===== config.mk =====
export PLATFORM = sky130hd
export DESIGN_NAME = hermite_curve_forward_difference
export DESIGN_NICKNAME = d
export VERILOG_FILES = /design/src/hcfd_pkg.sv /design/src/hermite_curve_forward_difference.sv /design/src/hcfd_front.sv /design/src/hcfd_queue.sv /design/src/hcfd_back.sv
export SDC_FILE = /design/constraint.sdc
export NUM_CORES = 2
export LEC_CHECK = 0
export ABC_CLOCK_PERIOD_IN_PS = 25300
export BUFFER_PORTS_ARGS = -buffer_cell sky130_fd_sc_hd__buf_2
export CORE_AREA = 5 5 574 349
export CTS_CLUSTER_DIAMETER = 30
export DETAILED_ROUTE_END_ITERATION = 12
export DIE_AREA = 0 0 579 354
export HOLD_SLACK_MARGIN = 0.02
export PLACE_DENSITY = 0.61
export SETUP_SLACK_MARGIN = 0.1
export SLEW_MARGIN = 40
export SYNTH_ARGS = -nofsm -noshare
export SYNTH_HDL_FRONTEND = slang
export SYNTH_SLANG_ARGS = --single-unit

===== constraint.sdc =====
create_clock -name aclk -period 25.3 [get_ports aclk]
set_input_delay 7.59 -clock aclk [delete_from_list [all_inputs] [get_ports aclk]]
set_output_delay 7.59 -clock aclk [all_outputs]
set_load 0.03 [all_outputs]

===== src/hcfd_pkg.sv =====
// Shared types and constants for the Hermite curve forward-difference block.
// Used by the front end, the segment queue, the walker and the top level.
package hcfd_pkg;

    // Input coordinate width and result coordinate width.
    localparam int COORD_W = 10;
    localparam int OUT_W   = 13;

    // Width of the fixed point difference accumulators.
    localparam int ACC_W = 32;

    // Depth of the segment queue between front end and walker.
    localparam int QUEUE_DEPTH = 2;

    // Start values of the forward differences for one axis.
    typedef struct packed {
        logic signed [ACC_W-1:0] pos;
        logic signed [ACC_W-1:0] d1;
        logic signed [ACC_W-1:0] d2;
        logic signed [ACC_W-1:0] d3;
    } axis_cmd_t;

    // One segment to walk; last marks the final segment caused by an item.
    typedef struct packed {
        axis_cmd_t x;
        axis_cmd_t y;
        logic      last;
    } seg_cmd_t;

    // A segment offered to the queue.
    typedef struct packed {
        logic     valid;
        seg_cmd_t cmd;
    } seg_push_t;

endpackage


===== src/hermite_curve_forward_difference.sv =====
// Top level of the Hermite curve forward-difference block.
// Instantiates hcfd_front, hcfd_queue and hcfd_back; uses hcfd_pkg.
//
// Each item carries an anchor and its tangent handle; the chain of anchors
// is closed by the item marked last_pair. Every anchor after the first
// yields one cubic segment of 2^STEP_LOG2+1 points (17 at the default), and
// the last item adds the closing segment back to the first anchor, so such
// an item yields 34 points; the first item of a chain yields none unless it
// is also marked last, when it yields one segment that closes on itself.
// Points leave one per cycle from the walker's output register while the
// receiver is ready, and consecutive segments follow without a gap. A
// two-entry segment queue lets the front end take the next item while the
// walker is still stepping; an item marked last that closes a chain of two
// or more anchors holds off the next item until its closing segment is
// queued, which waits while the queue is full. Coordinates are fixed point with
// 3*STEP_LOG2 fraction bits, rounded half up and saturated.
module hermite_curve_forward_difference
    import hcfd_pkg::*;
#(
    parameter int STEP_LOG2  = 4,
    parameter int COORD_BITS = 10
) (
    input  logic                    aclk,
    input  logic                    aresetn,
    input  logic                    s_valid,
    output logic                    s_ready,
    input  logic [COORD_W-1:0]      s_anchor_x,
    input  logic [COORD_W-1:0]      s_anchor_y,
    input  logic [COORD_W-1:0]      s_handle_x,
    input  logic [COORD_W-1:0]      s_handle_y,
    input  logic                    s_last_pair,
    output logic                    m_valid,
    input  logic                    m_ready,
    output logic signed [OUT_W-1:0] m_point_x,
    output logic signed [OUT_W-1:0] m_point_y,
    output logic                    m_segment_end,
    output logic                    m_is_last
);

    seg_push_t push;
    logic      q_full;
    logic      q_valid;
    seg_cmd_t  q_cmd;
    logic      q_ready;

    // Item intake and segment set-up.
    hcfd_front #(
        .STEP_LOG2  (STEP_LOG2),
        .COORD_BITS (COORD_BITS)
    ) u_front (
        .aclk        (aclk),
        .aresetn     (aresetn),
        .s_valid     (s_valid),
        .s_ready     (s_ready),
        .s_anchor_x  (s_anchor_x),
        .s_anchor_y  (s_anchor_y),
        .s_handle_x  (s_handle_x),
        .s_handle_y  (s_handle_y),
        .s_last_pair (s_last_pair),
        .q_full      (q_full),
        .push        (push)
    );

    // Segments waiting for the walker.
    hcfd_queue u_queue (
        .aclk      (aclk),
        .aresetn   (aresetn),
        .push      (push),
        .full      (q_full),
        .pop_valid (q_valid),
        .pop_cmd   (q_cmd),
        .pop_ready (q_ready)
    );

    // Forward-difference walker and output register.
    hcfd_back #(
        .STEP_LOG2 (STEP_LOG2)
    ) u_back (
        .aclk          (aclk),
        .aresetn       (aresetn),
        .cmd_valid     (q_valid),
        .cmd           (q_cmd),
        .cmd_ready     (q_ready),
        .m_valid       (m_valid),
        .m_ready       (m_ready),
        .m_point_x     (m_point_x),
        .m_point_y     (m_point_y),
        .m_segment_end (m_segment_end),
        .m_is_last     (m_is_last)
    );

endmodule


===== src/hcfd_front.sv =====
// Front end: accepts anchor/handle items, keeps the chain state and turns
// each segment into forward difference start values. Uses hcfd_pkg.
module hcfd_front
    import hcfd_pkg::*;
#(
    parameter int STEP_LOG2  = 4,
    parameter int COORD_BITS = 10
) (
    input  logic               aclk,
    input  logic               aresetn,
    input  logic               s_valid,
    output logic               s_ready,
    input  logic [COORD_W-1:0] s_anchor_x,
    input  logic [COORD_W-1:0] s_anchor_y,
    input  logic [COORD_W-1:0] s_handle_x,
    input  logic [COORD_W-1:0] s_handle_y,
    input  logic               s_last_pair,
    input  logic               q_full,
    output seg_push_t          push
);

    localparam int FRAC_BITS = 3 * STEP_LOG2;
    localparam logic [COORD_W-1:0] COORD_MASK = COORD_W'((1 << COORD_BITS) - 1);

    logic [COORD_W-1:0] first_ax_reg, first_ay_reg, first_hx_reg, first_hy_reg;
    logic [COORD_W-1:0] prev_ax_reg, prev_ay_reg, prev_hx_reg, prev_hy_reg;
    logic               have_first_reg, have_first_next;
    logic               pend_close_reg, pend_close_next;

    logic [COORD_W-1:0] anc_x, anc_y, hnd_x, hnd_y;
    logic               accept;

    // Polynomial coefficients of one axis, turned into difference start values.
    function automatic axis_cmd_t seg_axis(input logic [COORD_W-1:0] p1,
                                           input logic [COORD_W-1:0] h1,
                                           input logic [COORD_W-1:0] p4,
                                           input logic [COORD_W-1:0] h4);
        logic signed [ACC_W-1:0] q1, q4, r1, r4, dq, a, b;
        axis_cmd_t res;
        q1 = $signed(ACC_W'(p1));
        q4 = $signed(ACC_W'(p4));
        r1 = $signed(ACC_W'(h1)) - q1;
        r4 = $signed(ACC_W'(h4)) - q4;
        dq = q4 - q1;
        a = r1 + r4 - (dq <<< 1);
        b = dq + (dq <<< 1) - (r1 <<< 1) - r4;
        res.pos = q1 <<< FRAC_BITS;
        res.d1  = a + (b <<< STEP_LOG2) + (r1 <<< (2 * STEP_LOG2));
        res.d3  = (a <<< 2) + (a <<< 1);
        res.d2  = res.d3 + (b <<< (STEP_LOG2 + 1));
        return res;
    endfunction

    // Coordinates are limited to the configured number of bits.
    assign anc_x = s_anchor_x & COORD_MASK;
    assign anc_y = s_anchor_y & COORD_MASK;
    assign hnd_x = s_handle_x & COORD_MASK;
    assign hnd_y = s_handle_y & COORD_MASK;

    // A closing segment still to be queued holds off the next item.
    assign s_ready = !pend_close_reg && !q_full;
    assign accept  = s_valid && s_ready;

    // Classify the item and build the segment to queue, if any.
    always_comb begin
        push            = '0;
        have_first_next = have_first_reg;
        pend_close_next = pend_close_reg;
        if (pend_close_reg) begin
            push.valid    = !q_full;
            push.cmd.x    = seg_axis(prev_ax_reg, prev_hx_reg, first_ax_reg, first_hx_reg);
            push.cmd.y    = seg_axis(prev_ay_reg, prev_hy_reg, first_ay_reg, first_hy_reg);
            push.cmd.last = 1'b1;
            if (!q_full) begin
                pend_close_next = 1'b0;
            end
        end else if (accept) begin
            if (have_first_reg) begin
                push.valid    = 1'b1;
                push.cmd.x    = seg_axis(prev_ax_reg, prev_hx_reg, anc_x, hnd_x);
                push.cmd.y    = seg_axis(prev_ay_reg, prev_hy_reg, anc_y, hnd_y);
                push.cmd.last = !s_last_pair;
                if (s_last_pair) begin
                    have_first_next = 1'b0;
                    pend_close_next = 1'b1;
                end
            end else if (s_last_pair) begin
                // A chain of one anchor closes on itself.
                push.valid    = 1'b1;
                push.cmd.x    = seg_axis(anc_x, hnd_x, anc_x, hnd_x);
                push.cmd.y    = seg_axis(anc_y, hnd_y, anc_y, hnd_y);
                push.cmd.last = 1'b1;
            end else begin
                have_first_next = 1'b1;
            end
        end
    end

    // Chain control state.
    always_ff @(posedge aclk) begin
        if (!aresetn) begin
            have_first_reg <= 1'b0;
            pend_close_reg <= 1'b0;
        end else begin
            have_first_reg <= have_first_next;
            pend_close_reg <= pend_close_next;
        end
    end

    // Stored anchors and handles.
    always_ff @(posedge aclk) begin
        if (accept) begin
            prev_ax_reg <= anc_x;
            prev_ay_reg <= anc_y;
            prev_hx_reg <= hnd_x;
            prev_hy_reg <= hnd_y;
            if (!have_first_reg) begin
                first_ax_reg <= anc_x;
                first_ay_reg <= anc_y;
                first_hx_reg <= hnd_x;
                first_hy_reg <= hnd_y;
            end
        end
    end

endmodule


===== src/hcfd_queue.sv =====
// Short segment queue that decouples the front end from the walker.
// Uses hcfd_pkg for the segment type and the queue depth.
module hcfd_queue
    import hcfd_pkg::*;
(
    input  logic      aclk,
    input  logic      aresetn,
    input  seg_push_t push,
    output logic      full,
    output logic      pop_valid,
    output seg_cmd_t  pop_cmd,
    input  logic      pop_ready
);

    localparam int PTR_W = (QUEUE_DEPTH > 1) ? $clog2(QUEUE_DEPTH) : 1;
    localparam int CNT_W = $clog2(QUEUE_DEPTH + 1);
    localparam logic [CNT_W-1:0] DEPTH_CNT = CNT_W'(QUEUE_DEPTH);
    localparam logic [PTR_W-1:0] LAST_PTR  = PTR_W'(QUEUE_DEPTH - 1);

    seg_cmd_t         mem_reg [QUEUE_DEPTH];
    logic [PTR_W-1:0] wr_ptr_reg, rd_ptr_reg;
    logic [CNT_W-1:0] count_reg;
    logic             do_push, do_pop;

    assign full      = (count_reg == DEPTH_CNT);
    assign pop_valid = (count_reg != '0);
    assign pop_cmd   = mem_reg[rd_ptr_reg];
    assign do_push   = push.valid && !full;
    assign do_pop    = pop_valid && pop_ready;

    // Pointers and fill count.
    always_ff @(posedge aclk) begin
        if (!aresetn) begin
            wr_ptr_reg <= '0;
            rd_ptr_reg <= '0;
            count_reg  <= '0;
        end else begin
            if (do_push) begin
                wr_ptr_reg <= (wr_ptr_reg == LAST_PTR) ? '0 : wr_ptr_reg + 1'b1;
            end
            if (do_pop) begin
                rd_ptr_reg <= (rd_ptr_reg == LAST_PTR) ? '0 : rd_ptr_reg + 1'b1;
            end
            if (do_push && !do_pop) begin
                count_reg <= count_reg + 1'b1;
            end else if (do_pop && !do_push) begin
                count_reg <= count_reg - 1'b1;
            end
        end
    end

    // Entry storage.
    always_ff @(posedge aclk) begin
        if (do_push) begin
            mem_reg[wr_ptr_reg] <= push.cmd;
        end
    end

endmodule


===== src/hcfd_back.sv =====
// Walker: steps one segment by forward differencing, one rounded point a
// cycle while the output is not stalled, into an output register. Uses hcfd_pkg.
module hcfd_back
    import hcfd_pkg::*;
#(
    parameter int STEP_LOG2 = 4
) (
    input  logic                    aclk,
    input  logic                    aresetn,
    input  logic                    cmd_valid,
    input  seg_cmd_t                cmd,
    output logic                    cmd_ready,
    output logic                    m_valid,
    input  logic                    m_ready,
    output logic signed [OUT_W-1:0] m_point_x,
    output logic signed [OUT_W-1:0] m_point_y,
    output logic                    m_segment_end,
    output logic                    m_is_last
);

    localparam int FRAC_BITS = 3 * STEP_LOG2;
    localparam int STEP_W    = STEP_LOG2 + 1;
    localparam logic [STEP_W-1:0]      NSTEPS = STEP_W'(1 << STEP_LOG2);
    localparam logic signed [ACC_W-1:0] HALF  = ACC_W'(1) <<< (FRAC_BITS - 1);

    axis_cmd_t          x_reg, y_reg;
    logic               last_reg;
    logic               busy_reg;
    logic [STEP_W-1:0]  step_reg;
    logic               m_valid_reg;
    logic signed [OUT_W-1:0] point_x_reg, point_y_reg;
    logic               seg_end_reg, is_last_reg;

    logic advance, at_end, load;

    // Round half up to a whole pixel and saturate to the result range.
    function automatic logic signed [OUT_W-1:0] round_pixel(input logic signed [ACC_W-1:0] v);
        logic signed [ACC_W-1:0] q;
        logic fits;
        q = (v + HALF) >>> FRAC_BITS;
        fits = (q[ACC_W-1:OUT_W-1] == '0) || (q[ACC_W-1:OUT_W-1] == '1);
        if (fits) begin
            return q[OUT_W-1:0];
        end else if (q[ACC_W-1]) begin
            return {1'b1, {(OUT_W-1){1'b0}}};
        end else begin
            return {1'b0, {(OUT_W-1){1'b1}}};
        end
    endfunction

    // One difference step of one axis.
    function automatic axis_cmd_t step_axis(input axis_cmd_t a);
        axis_cmd_t res;
        res.pos = a.pos + a.d1;
        res.d1  = a.d1 + a.d2;
        res.d2  = a.d2 + a.d3;
        res.d3  = a.d3;
        return res;
    endfunction

    assign advance   = busy_reg && (!m_valid_reg || m_ready);
    assign at_end    = (step_reg == NSTEPS);
    assign load      = cmd_valid && (!busy_reg || (advance && at_end));
    assign cmd_ready = load;

    // Walker control and output register handshake.
    always_ff @(posedge aclk) begin
        if (!aresetn) begin
            busy_reg    <= 1'b0;
            step_reg    <= '0;
            m_valid_reg <= 1'b0;
        end else begin
            if (advance) begin
                m_valid_reg <= 1'b1;
            end else if (m_ready) begin
                m_valid_reg <= 1'b0;
            end
            if (load) begin
                busy_reg <= 1'b1;
                step_reg <= '0;
            end else if (advance) begin
                if (at_end) begin
                    busy_reg <= 1'b0;
                end else begin
                    step_reg <= step_reg + 1'b1;
                end
            end
        end
    end

    // Difference accumulators and result payload.
    always_ff @(posedge aclk) begin
        if (advance) begin
            point_x_reg <= round_pixel(x_reg.pos);
            point_y_reg <= round_pixel(y_reg.pos);
            seg_end_reg <= at_end;
            is_last_reg <= at_end && last_reg;
        end
        if (load) begin
            x_reg    <= cmd.x;
            y_reg    <= cmd.y;
            last_reg <= cmd.last;
        end else if (advance && !at_end) begin
            x_reg <= step_axis(x_reg);
            y_reg <= step_axis(y_reg);
        end
    end

    assign m_valid       = m_valid_reg;
    assign m_point_x     = point_x_reg;
    assign m_point_y     = point_y_reg;
    assign m_segment_end = seg_end_reg;
    assign m_is_last     = is_last_reg;

endmodule


* After elaboration in Yosys (flattened, before gate mapping) *
Memories as Yosys holds them, arrays and structs flattened. A register that Yosys moved wholly into a read port is not among the register bits.
Cells that the tools add are included.
Widths: inputs -> output; s select.

storage, ports and cells
  bits in writable memories = 514
  logic and storage cells = 184
  memories = 1
  bits in registers = 378
  input port bits = 45

memory list
  memory           depth  bits a word  rd ports  clocked after Yosys merged registers in  wr ports  line              RTL
  u_queue.mem_reg  2      257          1         1                                        1         hcfd_queue.sv:20  seg_cmd_t mem_reg [QUEUE_DEPTH];

operators by class
  eq/ne operators = 4
  $add $sub $neg = 79
  bitwise logic cells = 4
  muxes and demuxes = 31
  reductions and logical operators = 36

operator list
  operator                number
  $mux 258                4
  $add 32x32->32          24
  $mux 128                4
  $add 32x19->32          6
  $sub 28x11->28          6
  $sub 10x10->11          12
  $sub 13x12->14          6
  $add 11x12->13          6
  $sub 12x12->13          6
  $add 11x11->12          6
  $add 32x13->32 const B  2
  $mux 13                 4
  $eq 20x20->1 const B    2
  $logic_not 20->1        2
  $mux 1                  17
  $reduce_bool 2->1       6
  $logic_and 1x1->1       11
  $logic_not 1->1         8
  $reduce_and 2->1        4
  $add 5x1->5 const B     1
  $eq 5x5->1 const B      1
  $logic_or 1x1->1        4
  $mux 2                  2
  $not 1->1               4
  other kinds (5)         6

* Depth between registers and ports, before layout *
  word-level depth = 15
  gate-level depth with buffers = 42
  depth with buffers taken out = 41

* Modules after synthesis *
From an unflattened synthesis, not the netlist that was laid out.

unflattened totals
  cell total of the unflattened synthesis = 6914
  area total of the unflattened synthesis = 72201.7 um2

by module, submodules not included
  module      times used  seq. area each (um2)  area each (um2)  cells each
  hcfd_front  1           2442.3                31267.5          3868
  hcfd_back   1           8698.3                21141.5          2221
  hcfd_queue  1           15534.9               19792.7          825

* Worst setup path after synthesis *
Ideal clock, no wire load.

  path kind = input to register
  start = input s_handle_x[0]
  end = memory u_queue.mem_reg[0][224] (netlist bit) (data pin)
  cell stages on the path = 30
  buffers on the path = 3
  arrival = 17.562 ns
  path slack = 7.545 ns
  required time = 25.107 ns
  cells stage by stage = inv_1 -> ha_1 -> inv_1 -> fa_1 -> a21o_1 -> a221oi_2 -> o21ai_0 -> nand3_1 -> and2_1 -> clkbuf_1 -> buf_1 -> clkbuf_1 -> inv_1 -> fa_1 -> inv_1 -> ha_1 -> o211ai_1 -> xnor2_1 -> fa_1 -> ha_1 -> a211oi_1 -> a21oi_1 -> a31oi_1 -> nand2_1 -> a31o_2 -> a41o_1 -> o41ai_1 -> xnor2_1 -> and3_1 -> o32ai_1

RTL lines
  item         line                                    RTL
  from (decl)  hermite_curve_forward_difference.sv:29  input logic [COORD_W-1:0] s_handle_x,
  to (decl)    hcfd_queue.sv:20

==> flow_metrics.tcl <==
set metrics [dict create \
    cts_hold_buf 0 \
    relSlewSlack 0.294 \
    synth-seq-cells 675 \
    crit_arrival_ns 16.82 \
    holdWs_ns 0.506 \
    yosys_warnings 0 \
    syn_area_per_cell_um2 9.26 \
    worst-endpoint-required_ns 25.76 \
    die_y_um 354 \
    coreArea_mm2 0.195 \
    num_io_pins 75 \
    dp_hpwl_mm 191 \
    largest_reg_flops 334 \
    areaGrowthSynthToFinish_pct 12.3 \
    min_to "u_back.last_reg$_DFFE_PP_" \
    cpMostUsedCell "o21ai_0" \
    finalNonFillerCells 10350 \
    port_buffers 74 \
    syn_nets 8669 \
    via_count 58428 \
    tritoncts "built" \
    finalHoldViolCount 0 \
    cts-root-buf "clkbuf_16" \
    cts-buffers-inserted 118 \
    hold_depth 1 \
    placed_cells 10123 \
    die_width_um 579 \
    netlist_area_mm2 0.0696 \
    clk_pin_slew_worst_paths_ns 0.06 \
    ctsResizeCount 0 \
    rr_endpoint "u_queue.mem_reg[0][61]$_DFFE_PP_" \
    final.setup.tns_ns 0 \
    worst_pin_slew_ns 1.05 \
    drv_slew 0 \
    finalWirelength_mm 237 \
    status "completed" \
    max_cap_viol_count 0 \
    first_global_vias 54309 \
    antenna_found_initial 11 \
    cts_max_level 3 \
    rows 126 \
    routabilityCongestion 0.977 \
    cp_max_fo 7 \
    setup_viol 0 \
    grt_first_pass_wirelength_mm 347 \
    cts.path.max_buffers 3 \
    final_cell_mix "ha_1 (882), edfxtp_1 (661), a21oi_1 (637), inv_1 (593), nor2_1 (560)" \
    reg2regPathDepth 34 \
    insertion_delay_ns 0.78 \
    start_util 0.357 \
    synth_edf_count 661 \
    max_stage_delay_ns 0.62 \
    syn_inst 7516 \
    grt_max_degree 142 \
    synthArstFlopShare 0 \
    synth_flop_cell "edfxtp_1" \
    cts_setup_buffers 0 \
    die_area_mm2 0.205 \
    grt_util_all_layers 0.224 \
    drt-initial-drc-count 6221 \
    cts.sinks 675 \
    fmax_ghz 0.0611 \
    critical_path_class "input port to register" \
    hp-class "register to register" \
    postRouteAntennaNets 0 \
    rsz0062_at_grt "false" \
    final_cell_area_mm2 0.0781 \
    critPathLaunchType "input port" \
    r2r_slack_ns 14.67 \
    hold_start "u_queue.mem_reg[1][0]$_DFFE_PP_" \
    viasPerCell 5.65 \
    endpoint_kind "register" \
    fin_crit_ns 16.36 \
    fin_crit_sh 0.647 \
    fin_nets 8775 \
    overflow 0 \
    route.detailed.wl_per_inst_um 22.9 \
    dr.pass1.iters 8 \
    ys_seq_area_frac 0.289 \
    cp_slowest_cell "o21ai_0" \
    layout_commonest_cell "ha_1" \
    drive_above_1_share 0.0699 \
    synthDistinctLibCells 97 \
    r2r_start "u_front.prev_ay_reg[1]$_DFFE_PP_" \
    fin_skew_ns 0.107 \
    drc 0 \
    dpl-instance-area_mm2 0.0736 \
]
[cells in the mapped netlist (all sizes together), types with 49 or more instances]
library cell / number / area share
nand3: 105 / 0.0076
o21a: 100 / 0.011
nor2b: 103 / 0.0093
fa: 226 / 0.065
or3: 49 / 0.0044
nor2: 569 / 0.031
xnor2: 458 / 0.058
a31oi: 50 / 0.0045
a21oi: 640 / 0.046
nand2: 497 / 0.027
xor2: 274 / 0.034
clkbuf: 150 / 0.0081
a21boi: 61 / 0.0069
o21ai: 576 / 0.041
nor3: 92 / 0.0067
o21bai: 108 / 0.012
a21o: 288 / 0.031
ha: 882 / 0.16
nand2b: 114 / 0.010
edfxtp: 661 / 0.29
mux2i: 157 / 0.023
a22oi: 50 / 0.0054
o31ai: 51 / 0.0056
inv: 600 / 0.032
[cell families (layout without fill, tap and decap cells)]
logic type | count (synthesis) | count (layout) | share of synthesized area
compound gates | 2291 | 2291 | 0.208
flops | 675 | 675 | 0.289
xor+xnor | 732 | 732 | 0.0923
buf+inv | 774 | 980 | 0.0419
fa+ha+maj | 1110 | 1110 | 0.224
mux | 177 | 177 | 0.0258
simple gates | 1757 | 1757 | 0.118
other cells | 0 | 4 | 0
[worst max-delay path by stage]
stage / start / endpoint / slack [ns] / cells after the start
after CTS: s_handle_y[0] / u_queue.mem_reg[0][61]$_DFFE_PP_ / 9.38 / 33
after global placement: s_handle_y[0] / u_queue.mem_reg[0][61]$_DFFE_PP_ / 8.61 / 33
after global routing: s_anchor_x[0] / u_queue.mem_reg[0][217]$_DFFE_PP_ / 8.36 / 38
after detailed placement: s_handle_y[0] / u_queue.mem_reg[0][61]$_DFFE_PP_ / 8.60 / 33
final: s_anchor_x[0] / u_queue.mem_reg[0][217]$_DFFE_PP_ / 8.94 / 40
after floorplan: s_handle_x[0] / u_queue.mem_reg[0][224]$_DFFE_PP_ / 7.54 / 30
[metal layers]
| layer | up-vias | track usage | wire length, µm |
|---|---|---|---|
| li1 | 27572 | - | - |
| met1 | 28086 | 0.375 | 122000 |
| met2 | 2564 | 0.264 | 79900 |
| met3 | 204 | 0.0806 | 32300 |
| met4 | 2 | 0.0290 | 2920 |
| met5 | - | 0 | 13 |
[cell type report]
cell class / instances / area (µm²)
Fill cell: 19065 / 117000
Multi-Input combinational cell: 6067 / 47100
Sequential cell: 675 / 20100
Tap cell: 2624 / 3280
Clock buffer: 126 / 2980
Inverter: 603 / 2270
Clock inverter: 94 / 1250
Timing Repair Buffer: 157 / 1110
Antenna cell: 4 / 10.0
[worst max-delay path: cells and delay by family]
kind / cells / cell delay [ns]
compound gates: 19 / 4.51
xor+xnor: 3 / 0.73
fa+ha+maj: 7 / 2.68
buf+inv: 5 / 0.44
simple gates: 6 / 0.82
[per-stage QoR]
stage | util | setup WS [ns]
6_report | 0.401 | 8.94
5_1_grt | 0.401 | 8.36
4_1_cts | 0.400 | 9.38
3_5_place_dp | 0.378 | 8.60
3_3_place_gp | 0.376 | 8.61
2_1_floorplan | - | 7.54
Power is left out: the tool's default activity adds up to more than one toggle a clock period on the data nets, which glitch-free logic cannot reach.
